## src/mssd_pkg.sv

```systemverilog
// Shared types, codes and helpers of the multiple string structure decoder.
// No dependencies; used by every module of the block.
package mssd_pkg;

	localparam int EV_FIFO_DEPTH = 8;
	localparam int MAX_EVENTS = 3;

	localparam logic [7:0] MODE_WIDE = 8'h3F;

	typedef enum logic [7:0] {
		PH_COUNT    = 8'b0000_0001,
		PH_LANG     = 8'b0000_0010,
		PH_SEGCOUNT = 8'b0000_0100,
		PH_COMP     = 8'b0000_1000,
		PH_MODE     = 8'b0001_0000,
		PH_LEN      = 8'b0010_0000,
		PH_PAYLOAD  = 8'b0100_0000,
		PH_DONE     = 8'b1000_0000
	} phase_t;

	typedef enum logic [2:0] {
		KIND_LANG  = 3'd0,
		KIND_CHAR  = 3'd1,
		KIND_END   = 3'd2,
		KIND_DONE  = 3'd3,
		KIND_ERROR = 3'd4
	} kind_t;

	typedef struct packed {
		kind_t       kind;
		logic [15:0] char_value;
		logic [7:0]  string_number;
		logic        final_event;
	} ev_t;

	// up to three events produced by one byte, lowest index first
	typedef struct packed {
		ev_t [MAX_EVENTS-1:0] ev;
		logic [1:0]           count;
	} ev_bundle_t;

	function automatic logic one_byte_mode(input logic [7:0] m);
		return (m <= 8'h06) || (m >= 8'h09 && m <= 8'h10) ||
		       (m >= 8'h20 && m <= 8'h27) || (m >= 8'h30 && m <= 8'h33);
	endfunction

endpackage

```

## src/mssd_decode.sv

```systemverilog
// Parser state and per-byte event generation.
// Depends on mssd_pkg.
module mssd_decode
	import mssd_pkg::*;
(
	input  logic       clk,
	input  logic       arst_n,
	input  logic       advance,
	input  logic [7:0] byte_s1,
	input  logic       last_s1,
	output ev_bundle_t bundle
);

	phase_t     phase_q, phase_d;
	logic [7:0] strings_left_q, strings_left_d;
	logic [7:0] segments_left_q, segments_left_d;
	logic [1:0] header_pos_q, header_pos_d;
	logic [7:0] segment_mode_q, segment_mode_d;
	logic       segment_plain_q, segment_plain_d;
	logic [7:0] payload_left_q, payload_left_d;
	logic [7:0] high_hold_q, high_hold_d;
	logic       pair_half_q, pair_half_d;
	logic [7:0] string_cnt_q, string_cnt_d;

	always_comb begin
		logic [1:0] n;
		logic [1:0] hp_inc;
		logic       do_seg;
		logic       do_str;
		ev_t        blank;

		blank = '{kind: KIND_LANG, char_value: 16'h0000, string_number: 8'h00,
		          final_event: 1'b0};
		bundle.ev = {MAX_EVENTS{blank}};
		n = 2'd0;
		do_seg = 1'b0;
		do_str = 1'b0;
		hp_inc = header_pos_q + 2'd1;

		phase_d         = phase_q;
		strings_left_d  = strings_left_q;
		segments_left_d = segments_left_q;
		header_pos_d    = header_pos_q;
		segment_mode_d  = segment_mode_q;
		segment_plain_d = segment_plain_q;
		payload_left_d  = payload_left_q;
		high_hold_d     = high_hold_q;
		pair_half_d     = pair_half_q;
		string_cnt_d    = string_cnt_q;

		case (phase_q)
			PH_COUNT: begin
				strings_left_d = byte_s1;
				string_cnt_d = 8'h00;
				if (byte_s1 == 8'h00) begin
					bundle.ev[n] = '{kind: KIND_DONE, char_value: 16'h0000,
					                 string_number: 8'h00, final_event: 1'b0};
					n = n + 2'd1;
					phase_d = PH_DONE;
				end else begin
					header_pos_d = 2'd0;
					phase_d = PH_LANG;
				end
			end
			PH_LANG: begin
				bundle.ev[n] = '{kind: KIND_LANG, char_value: {8'h00, byte_s1},
				                 string_number: string_cnt_q, final_event: 1'b0};
				n = n + 2'd1;
				if (hp_inc == 2'd3) begin
					header_pos_d = 2'd0;
					phase_d = PH_SEGCOUNT;
				end else begin
					header_pos_d = hp_inc;
				end
			end
			PH_SEGCOUNT: begin
				segments_left_d = byte_s1;
				if (byte_s1 == 8'h00) begin
					do_str = 1'b1;
				end else begin
					phase_d = PH_COMP;
				end
			end
			PH_COMP: begin
				segment_plain_d = (byte_s1 == 8'h00);
				phase_d = PH_MODE;
			end
			PH_MODE: begin
				segment_mode_d = byte_s1;
				phase_d = PH_LEN;
			end
			PH_LEN: begin
				payload_left_d = byte_s1;
				pair_half_d = 1'b0;
				if (byte_s1 == 8'h00) begin
					do_seg = 1'b1;
				end else begin
					phase_d = PH_PAYLOAD;
				end
			end
			PH_PAYLOAD: begin
				if (segment_plain_q) begin
					if (one_byte_mode(segment_mode_q)) begin
						bundle.ev[n] = '{kind: KIND_CHAR,
						                 char_value: {segment_mode_q, byte_s1},
						                 string_number: string_cnt_q, final_event: 1'b0};
						n = n + 2'd1;
					end else if (segment_mode_q == MODE_WIDE) begin
						if (!pair_half_q) begin
							high_hold_d = byte_s1;
							pair_half_d = 1'b1;
						end else begin
							bundle.ev[n] = '{kind: KIND_CHAR,
							                 char_value: {high_hold_q, byte_s1},
							                 string_number: string_cnt_q,
							                 final_event: 1'b0};
							n = n + 2'd1;
							pair_half_d = 1'b0;
						end
					end
				end
				payload_left_d = payload_left_q - 8'd1;
				if (payload_left_d == 8'h00) begin
					do_seg = 1'b1;
				end
			end
			default: begin
			end
		endcase

		if (do_seg) begin
			segments_left_d = segments_left_d - 8'd1;
			if (segments_left_d == 8'h00) begin
				do_str = 1'b1;
			end else begin
				phase_d = PH_COMP;
			end
		end

		if (do_str) begin
			bundle.ev[n] = '{kind: KIND_END, char_value: 16'h0000,
			                 string_number: string_cnt_d, final_event: 1'b0};
			n = n + 2'd1;
			strings_left_d = strings_left_d - 8'd1;
			string_cnt_d = string_cnt_d + 8'd1;
			if (strings_left_d == 8'h00) begin
				bundle.ev[n] = '{kind: KIND_DONE, char_value: 16'h0000,
				                 string_number: string_cnt_d, final_event: 1'b0};
				n = n + 2'd1;
				phase_d = PH_DONE;
			end else begin
				header_pos_d = 2'd0;
				phase_d = PH_LANG;
			end
		end

		// last byte: report an error if the structure is unfinished, then start over on the next byte
		if (last_s1) begin
			if (phase_d != PH_DONE) begin
				bundle.ev[n] = '{kind: KIND_ERROR, char_value: 16'h0000,
				                 string_number: string_cnt_d, final_event: 1'b0};
				n = n + 2'd1;
			end
			phase_d         = PH_COUNT;
			strings_left_d  = 8'h00;
			segments_left_d = 8'h00;
			header_pos_d    = 2'd0;
			segment_mode_d  = 8'h00;
			segment_plain_d = 1'b0;
			payload_left_d  = 8'h00;
			high_hold_d     = 8'h00;
			pair_half_d     = 1'b0;
			string_cnt_d    = 8'h00;
		end

		if (n != 2'd0) begin
			bundle.ev[n - 2'd1].final_event = 1'b1;
		end
		bundle.count = n;
	end

	always_ff @(posedge clk or negedge arst_n) begin
		if (!arst_n) begin
			phase_q         <= PH_COUNT;
			strings_left_q  <= 8'h00;
			segments_left_q <= 8'h00;
			header_pos_q    <= 2'd0;
			segment_mode_q  <= 8'h00;
			segment_plain_q <= 1'b0;
			payload_left_q  <= 8'h00;
			high_hold_q     <= 8'h00;
			pair_half_q     <= 1'b0;
			string_cnt_q    <= 8'h00;
		end else if (advance) begin
			phase_q         <= phase_d;
			strings_left_q  <= strings_left_d;
			segments_left_q <= segments_left_d;
			header_pos_q    <= header_pos_d;
			segment_mode_q  <= segment_mode_d;
			segment_plain_q <= segment_plain_d;
			payload_left_q  <= payload_left_d;
			high_hold_q     <= high_hold_d;
			pair_half_q     <= pair_half_d;
			string_cnt_q    <= string_cnt_d;
		end
	end

endmodule

```

## src/mssd_event_fifo.sv

```systemverilog
// Result queue: takes up to three events at once, hands out one per cycle while ev_stall is low.
// Depends on mssd_pkg.
module mssd_event_fifo
	import mssd_pkg::*;
#(
	parameter int DEPTH = EV_FIFO_DEPTH
) (
	input  logic       clk,
	input  logic       arst_n,
	input  logic       push,
	input  ev_bundle_t bundle,
	output logic       room,
	output logic       ev_valid,
	input  logic       ev_stall,
	output ev_t        ev_head
);

	localparam int AW = (DEPTH > 1) ? $clog2(DEPTH) : 1;
	localparam int CW = $clog2(DEPTH + 1);

	ev_t          mem_q [DEPTH];
	logic [AW-1:0] wr_ptr_q, rd_ptr_q;
	logic [CW-1:0] count_q;
	logic [AW-1:0] wa [MAX_EVENTS+1];
	logic          pop;
	logic [CW-1:0] n_push;

	function automatic logic [AW-1:0] wrap_inc(input logic [AW-1:0] p);
		return (p == AW'(DEPTH - 1)) ? '0 : p + AW'(1);
	endfunction

	always_comb begin
		wa[0] = wr_ptr_q;
		for (int i = 1; i <= MAX_EVENTS; i++) begin
			wa[i] = wrap_inc(wa[i-1]);
		end
	end

	assign room     = (CW'(DEPTH) - count_q) >= CW'(MAX_EVENTS);
	assign ev_valid = (count_q != '0);
	assign pop      = ev_valid && !ev_stall;
	assign n_push   = push ? CW'(bundle.count) : '0;
	assign ev_head  = mem_q[rd_ptr_q];

	always_ff @(posedge clk) begin
		if (push) begin
			for (int i = 0; i < MAX_EVENTS; i++) begin
				if (2'(i) < bundle.count) begin
					mem_q[wa[i]] <= bundle.ev[i];
				end
			end
		end
	end

	always_ff @(posedge clk or negedge arst_n) begin
		if (!arst_n) begin
			wr_ptr_q <= '0;
			rd_ptr_q <= '0;
			count_q  <= '0;
		end else begin
			if (push) begin
				wr_ptr_q <= wa[bundle.count];
			end
			if (pop) begin
				rd_ptr_q <= wrap_inc(rd_ptr_q);
			end
			count_q <= count_q + n_push - CW'(pop);
		end
	end

endmodule

```

## src/multiple_string_structure_decoder_core.sv

```systemverilog
// Top level of the multiple string structure decoder.
// Depends on mssd_pkg, mssd_decode and mssd_event_fifo.
//
//   channel   handshake                   payload
//   byte      byte_valid / byte_stall     byte_value, last_byte
//   event     event_valid / event_stall   kind, char_value, string_number, final_event
//
// One byte is taken per cycle into the input register while byte_stall is low,
// and decoded from there; its zero to three events land in the result queue
// together. A byte waits in the input register while the queue has fewer than
// three free entries, so throughput is one byte per cycle as long as the event
// side keeps pace; each event leaves the queue in a cycle of its own. Reset
// clears the parser and the queue at once; no clearing pass is needed.
module multiple_string_structure_decoder_core
	import mssd_pkg::*;
#(
	parameter int FIFO_DEPTH = EV_FIFO_DEPTH
) (
	input  logic        clk,
	input  logic        arst_n,
	input  logic        byte_valid,
	output logic        byte_stall,
	input  logic [7:0]  byte_value,
	input  logic        last_byte,
	output logic        event_valid,
	input  logic        event_stall,
	output logic [2:0]  kind,
	output logic [15:0] char_value,
	output logic [7:0]  string_number,
	output logic        final_event
);

	logic       valid_s1;
	logic [7:0] byte_s1;
	logic       last_s1;
	logic       room;
	logic       advance;
	ev_bundle_t bundle;
	ev_t        head;

	assign advance    = valid_s1 && room;
	assign byte_stall = valid_s1 && !room;

	always_ff @(posedge clk or negedge arst_n) begin
		if (!arst_n) begin
			valid_s1 <= 1'b0;
		end else if (!byte_stall) begin
			valid_s1 <= byte_valid;
		end
	end

	// hold the request while the queue is short of space
	always_ff @(posedge clk) begin
		if (!byte_stall && byte_valid) begin
			byte_s1 <= byte_value;
			last_s1 <= last_byte;
		end
	end

	mssd_decode u_decode (
		.clk     (clk),
		.arst_n  (arst_n),
		.advance (advance),
		.byte_s1 (byte_s1),
		.last_s1 (last_s1),
		.bundle  (bundle)
	);

	mssd_event_fifo #(
		.DEPTH (FIFO_DEPTH)
	) u_fifo (
		.clk      (clk),
		.arst_n   (arst_n),
		.push     (advance),
		.bundle   (bundle),
		.room     (room),
		.ev_valid (event_valid),
		.ev_stall (event_stall),
		.ev_head  (head)
	);

	assign kind          = head.kind;
	assign char_value    = head.char_value;
	assign string_number = head.string_number;
	assign final_event   = head.final_event;

endmodule

```

## config.mk

```make
export PLATFORM = sky130hd
export DESIGN_NAME = multiple_string_structure_decoder_core
export DESIGN_NICKNAME = d
export VERILOG_FILES = /design/src/mssd_pkg.sv /design/src/mssd_decode.sv /design/src/mssd_event_fifo.sv /design/src/multiple_string_structure_decoder_core.sv
export SDC_FILE = /design/constraint.sdc
export NUM_CORES = 1
export LEC_CHECK = 0
export ABC_AREA = 1
export BUFFER_PORTS_ARGS = -buffer_cell sky130_fd_sc_hd__clkbuf_2
export CORE_ASPECT_RATIO = 1.4
export CORE_MARGIN = 8
export CORE_UTILIZATION = 35
export DETAILED_ROUTE_END_ITERATION = 10
export PLACE_DENSITY_LB_ADDON = 0.1
export SLEW_MARGIN = 0
export SYNTH_ARGS = -nofsm -noshare
export SYNTH_HDL_FRONTEND = slang
export SYNTH_HIERARCHICAL = 1
export SYNTH_SLANG_ARGS = --single-unit
```

## constraint.sdc

```tcl
create_clock -name clk -period 7.45 [get_ports clk]
set_input_delay 1.49 -clock clk [delete_from_list [all_inputs] [get_ports clk]]
set_output_delay 1.49 -clock clk [all_outputs]
set_load 0.005 [all_outputs]
```

==> run_results.csv <==
group,metric,value,unit
outcome,status,"completed",
clock_tree,cts_buffers,36,
detailed_routing,vias,21700,
worst_setup_path,cp-start-kind,"flop",
clock_tree,clockBufferDepth,3,
detailed_routing,drt_iter0_drc,1718,
worst_setup_path,path_common_cell,"nand2_1",
clock_tree,postCtsHoldBufs,0,
detailed_routing,drc,0,
global_route,grt_pass1_vias,21400,
detailed_routing,wirelength,87000,um
floorplan,dieHeight,316,um
yosys,synth_area,0.0224,mm2
floorplan,die_w,230,um
floorplan,core-area,0.0639,mm2
timing,finalSetupTns,0,ns
yosys,netlist-cell-type-count,50,
clock_tree,cts_tree,"done",
pwr,power_density,305,mW/mm2
timing,post-route-period-util,0.868,
global_route,grt_max_degree,89,
global_route,grt.total_usage,0.233,
flow_run,maxCapViolations,0,
worst_setup_path,cpMaxStageDelayCell,"buf_4",
timing,min_period,6.47,ns
timing,finClkSkew,0.0270,ns
detailed_routing,firstDrtPassIters,6,
worst_setup_path,cp_slowest_stage_delay,0.63,ns
clock_tree,cts-root-buf,"clkbuf_16",
clock_tree,cts_resized,0,
timing,setup_viol,0,
clock_tree,path_clk_slew,0.06,ns
pwr,max-vdd-ir-drop,243,uV
finish,final_area,0.0241,mm2
yosys,ys.flop_type,"edfxtp_1",
timing,slew_headroom,0.190,
hold_path,hold_class,"flop to flop",
timing,hold_viol_final,0,
yosys,postSynthAreaPerCell,6.87,um2
yosys,yosys_warnings,6,
timing,clock.fmax,155,MHz
global_route,grt_overflow,0,
finish,fin_nets,3218,
detailed_routing,via_per_inst,5.37,
timing,worst_pin_slew,1.22,ns
detailed_routing,ant_nets,0,
floorplan,rows,110,
clock_tree,post_cts_buffers,0,
timing,rsz0062_at_grt,"false",
pwr,leakage,0.0118,uW
finish,final_layout_size_suffix_gt1_frac,0.0881,
yosys,synth_edf_count,233,
timing,drv_slew,0,
placement,hpwlAfterDp,55900,um
detailed_routing,wire_per_inst,21.5,um
floorplan,num_io_pins,43,
clock_tree,htreeDepth,2,
placement,placed_area,0.0229,mm2
worst_setup_path,cp-end-kind,"flop",
yosys,seq_area_frac_synth,0.391,
clock_tree,clk_latency,0.58,ns
finish,areaGrowthSynthToFinish,7.23,%
worst_setup_path,criticalPathCategory,"flop to flop",
clock_tree,clkSinkCount,304,
floorplan,die-area,0.0726,mm2
global_route,grt_pass1_wl,131000,um
worst_setup_path,crit_fanout,61,
placement,routabilityCongestion,0.895,
placement,portBuffers,42,
worst_setup_path,cp.required,7.70,ns
finish,num-fill-cells,6798,
yosys,yosys_register_bits,304,
yosys,synthCells,3266,
floorplan,start_util,0.351,
global_route,antenna_found_initial,0,
finish,antenna_cells,0,
yosys,postSynth.asyncResetShare,0.234,
worst_setup_path,cp.arrival,6.72,ns
==> synthesized netlist by cell type (2+ instances only) <==
| cell type | instances | area, um2 |
|---|---|---|
| a21oi_1 | 21 | 105 |
| a21oi_2 | 3 | 26.3 |
| a22oi_1 | 2 | 15.0 |
| a31oi_1 | 6 | 37.5 |
| buf_1 | 10 | 37.5 |
| buf_2 | 88 | 440 |
| buf_4 | 59 | 443 |
| buf_6 | 18 | 203 |
| clkbuf_1 | 78 | 293 |
| clkinv_1 | 3 | 11.3 |
| dfrtp_1 | 70 | 1750 |
| edfxtp_1 | 233 | 7000 |
| ha_1 | 29 | 363 |
| inv_1 | 198 | 743 |
| inv_2 | 22 | 82.6 |
| nand2_1 | 1180 | 4430 |
| nand2_2 | 19 | 119 |
| nand2_4 | 7 | 78.8 |
| nand3_1 | 542 | 2710 |
| nand3_2 | 32 | 320 |
| nand3_4 | 3 | 52.6 |
| nand3b_1 | 4 | 30.0 |
| nand4_1 | 23 | 144 |
| nor2_1 | 320 | 1200 |
| nor2_2 | 11 | 68.8 |
| nor2_4 | 6 | 67.6 |
| nor2_8 | 3 | 60.1 |
| nor3_1 | 8 | 40.0 |
| o211ai_1 | 3 | 22.5 |
| o21ai_0 | 192 | 961 |
| o21ai_1 | 10 | 50.1 |
| o21ai_2 | 13 | 114 |
| o22ai_1 | 20 | 125 |
| o31ai_1 | 9 | 67.6 |
| o32ai_1 | 2 | 17.5 |
| xor2_1 | 5 | 43.8 |
==> power breakdown <==
part	internal, uW	switching [uW]	leakage, uW
logic	891	2370	0.00812
clock network	1040	759	0.000565
registers	2080	203	0.00311
total	4000	3330	0.0118
==> critical path: cells and delay by family, from the launching register on <==
family	cells	cell delay [ns]
and+or+nand+nor	18	2.92
buffers and inverters	7	1.72
DFF	1	0.56
adders and majority gates	2	0.51
AOI/OAI and AO/OA	1	0.38
==> cell usage in the layout, fill, tap and decap left out, types with 3 or more instances in the layout <==
| cell | count |
|---|---|
| clkbuf_1 | 6 |
| a31oi_1 | 6 |
| o211ai_1 | 3 |
| buf_4 | 51 |
| nor3_1 | 8 |
| inv_1 | 197 |
| ha_1 | 29 |
| clkbuf_2 | 41 |
| o21ai_0 | 192 |
| inv_2 | 23 |
| nand4_1 | 23 |
| nand2_2 | 19 |
| nor2_4 | 10 |
| nor2_1 | 319 |
| nor2_2 | 8 |
| a21oi_1 | 21 |
| nand2_1 | 1180 |
| xor2_1 | 5 |
| o31ai_1 | 9 |
| o22ai_1 | 20 |
| clkbuf_16 | 38 |
| buf_12 | 3 |
| nand2_4 | 7 |
| clkinv_2 | 5 |
| nand3_1 | 534 |
| conb_1 | 32 |
| dfrtp_1 | 68 |
| nand3_4 | 3 |
| o21ai_1 | 10 |
| nor2_8 | 3 |
| nand3b_1 | 4 |
| edfxtp_1 | 233 |
| bufinv_16 | 3 |
| nand3_2 | 40 |
| o21ai_2 | 13 |
| clkinv_1 | 11 |
| a21oi_2 | 3 |
==> sequential cells by signal, indices dropped and copies added, names as in the netlist, named ones only <==
name	cells
u_decode/segment_mode_q	8
u_fifo/rd_ptr_q	3
u_fifo/mem_q	224
u_decode/payload_left_q	8
u_decode/header_pos_q	2
u_decode/segments_left_q	8
u_fifo/count_q	4
u_decode/segment_plain_q	1
u_decode/high_hold_q	8
u_decode/phase_q	8
u_decode/pair_half_q	1
u_decode/string_cnt_q	8
valid_s1	1
u_decode/strings_left_q	8
last_s1	1
byte_s1	8
==> kinds of logic (layout without fill, tap and decap cells) <==
| group | count (synthesis) | count (layout) | share of synthesized area |
|---|---|---|---|
| xor+xnor | 6 | 6 | 0.00234 |
| buf+inv | 478 | 383 | 0.101 |
| simple gates | 2162 | 2162 | 0.417 |
| fa+ha+maj | 30 | 30 | 0.0171 |
| other cells | 1 | 32 | 0.000167 |
| flops | 304 | 304 | 0.391 |
| compound gates | 285 | 285 | 0.0710 |
==> layer usage <==
| metal | track usage | vias to the layer above | part of all wire |
|---|---|---|---|
| li1 | - | 10400 | - |
| met1 | 0.275 | 10200 | 0.39 |
| met3 | 0.0290 | 210 | 0.063 |
| met2 | 0.421 | 886 | 0.50 |
| met5 | 0 | - | 0 |
| met4 | 0.104 | 0 | 0.045 |
==> worst paths after layout <==
path                                    startpoint                  endpoint  slack, ns  depth (start not counted)
max                            u_decode/phase_q[0]        u_fifo/mem_q[0][1]       0.98                         28
min                        u_decode/high_hold_q[4]   u_decode/high_hold_q[4]       0.52                          2
max reg2reg                    u_decode/phase_q[0]        u_fifo/mem_q[0][1]       0.98                         28
min reg2reg                u_decode/high_hold_q[4]   u_decode/high_hold_q[4]       0.52                          2
max in group asynchronous                   arst_n        u_fifo/rd_ptr_q[0]       5.56                          2
min in group asynchronous                   arst_n  u_decode/string_cnt_q[5]       0.87                          1
==> per-stage QoR <==
stage,utilization,instances,total power (uW),worst slack [ns],hold WS (ns)
2_1_floorplan,-,3297,4460,2.12,0.447
3_3_place_gp,0.358,3977,5560,1.13,0.506
3_5_place_dp,0.358,3977,5570,1.04,0.504
4_1_cts,0.377,4042,7400,1.03,0.518
5_1_grt,0.377,4042,7830,0.508,0.537
6_report,0.377,4042,7330,0.983,0.519
==> layout make-up <==
type	count	area (um2)	share of cell area
Clock inverter	21	194	0.00806
Clock buffer	44	973	0.0405
Multi-Input combinational cell	2515	11600	0.481
Inverter	223	837	0.0348
Sequential cell	304	8780	0.365
Tap cell	840	1050	0.0437
Timing Repair Buffer	95	648	0.0269
Note: power is estimated with default switching activity, not from simulation.
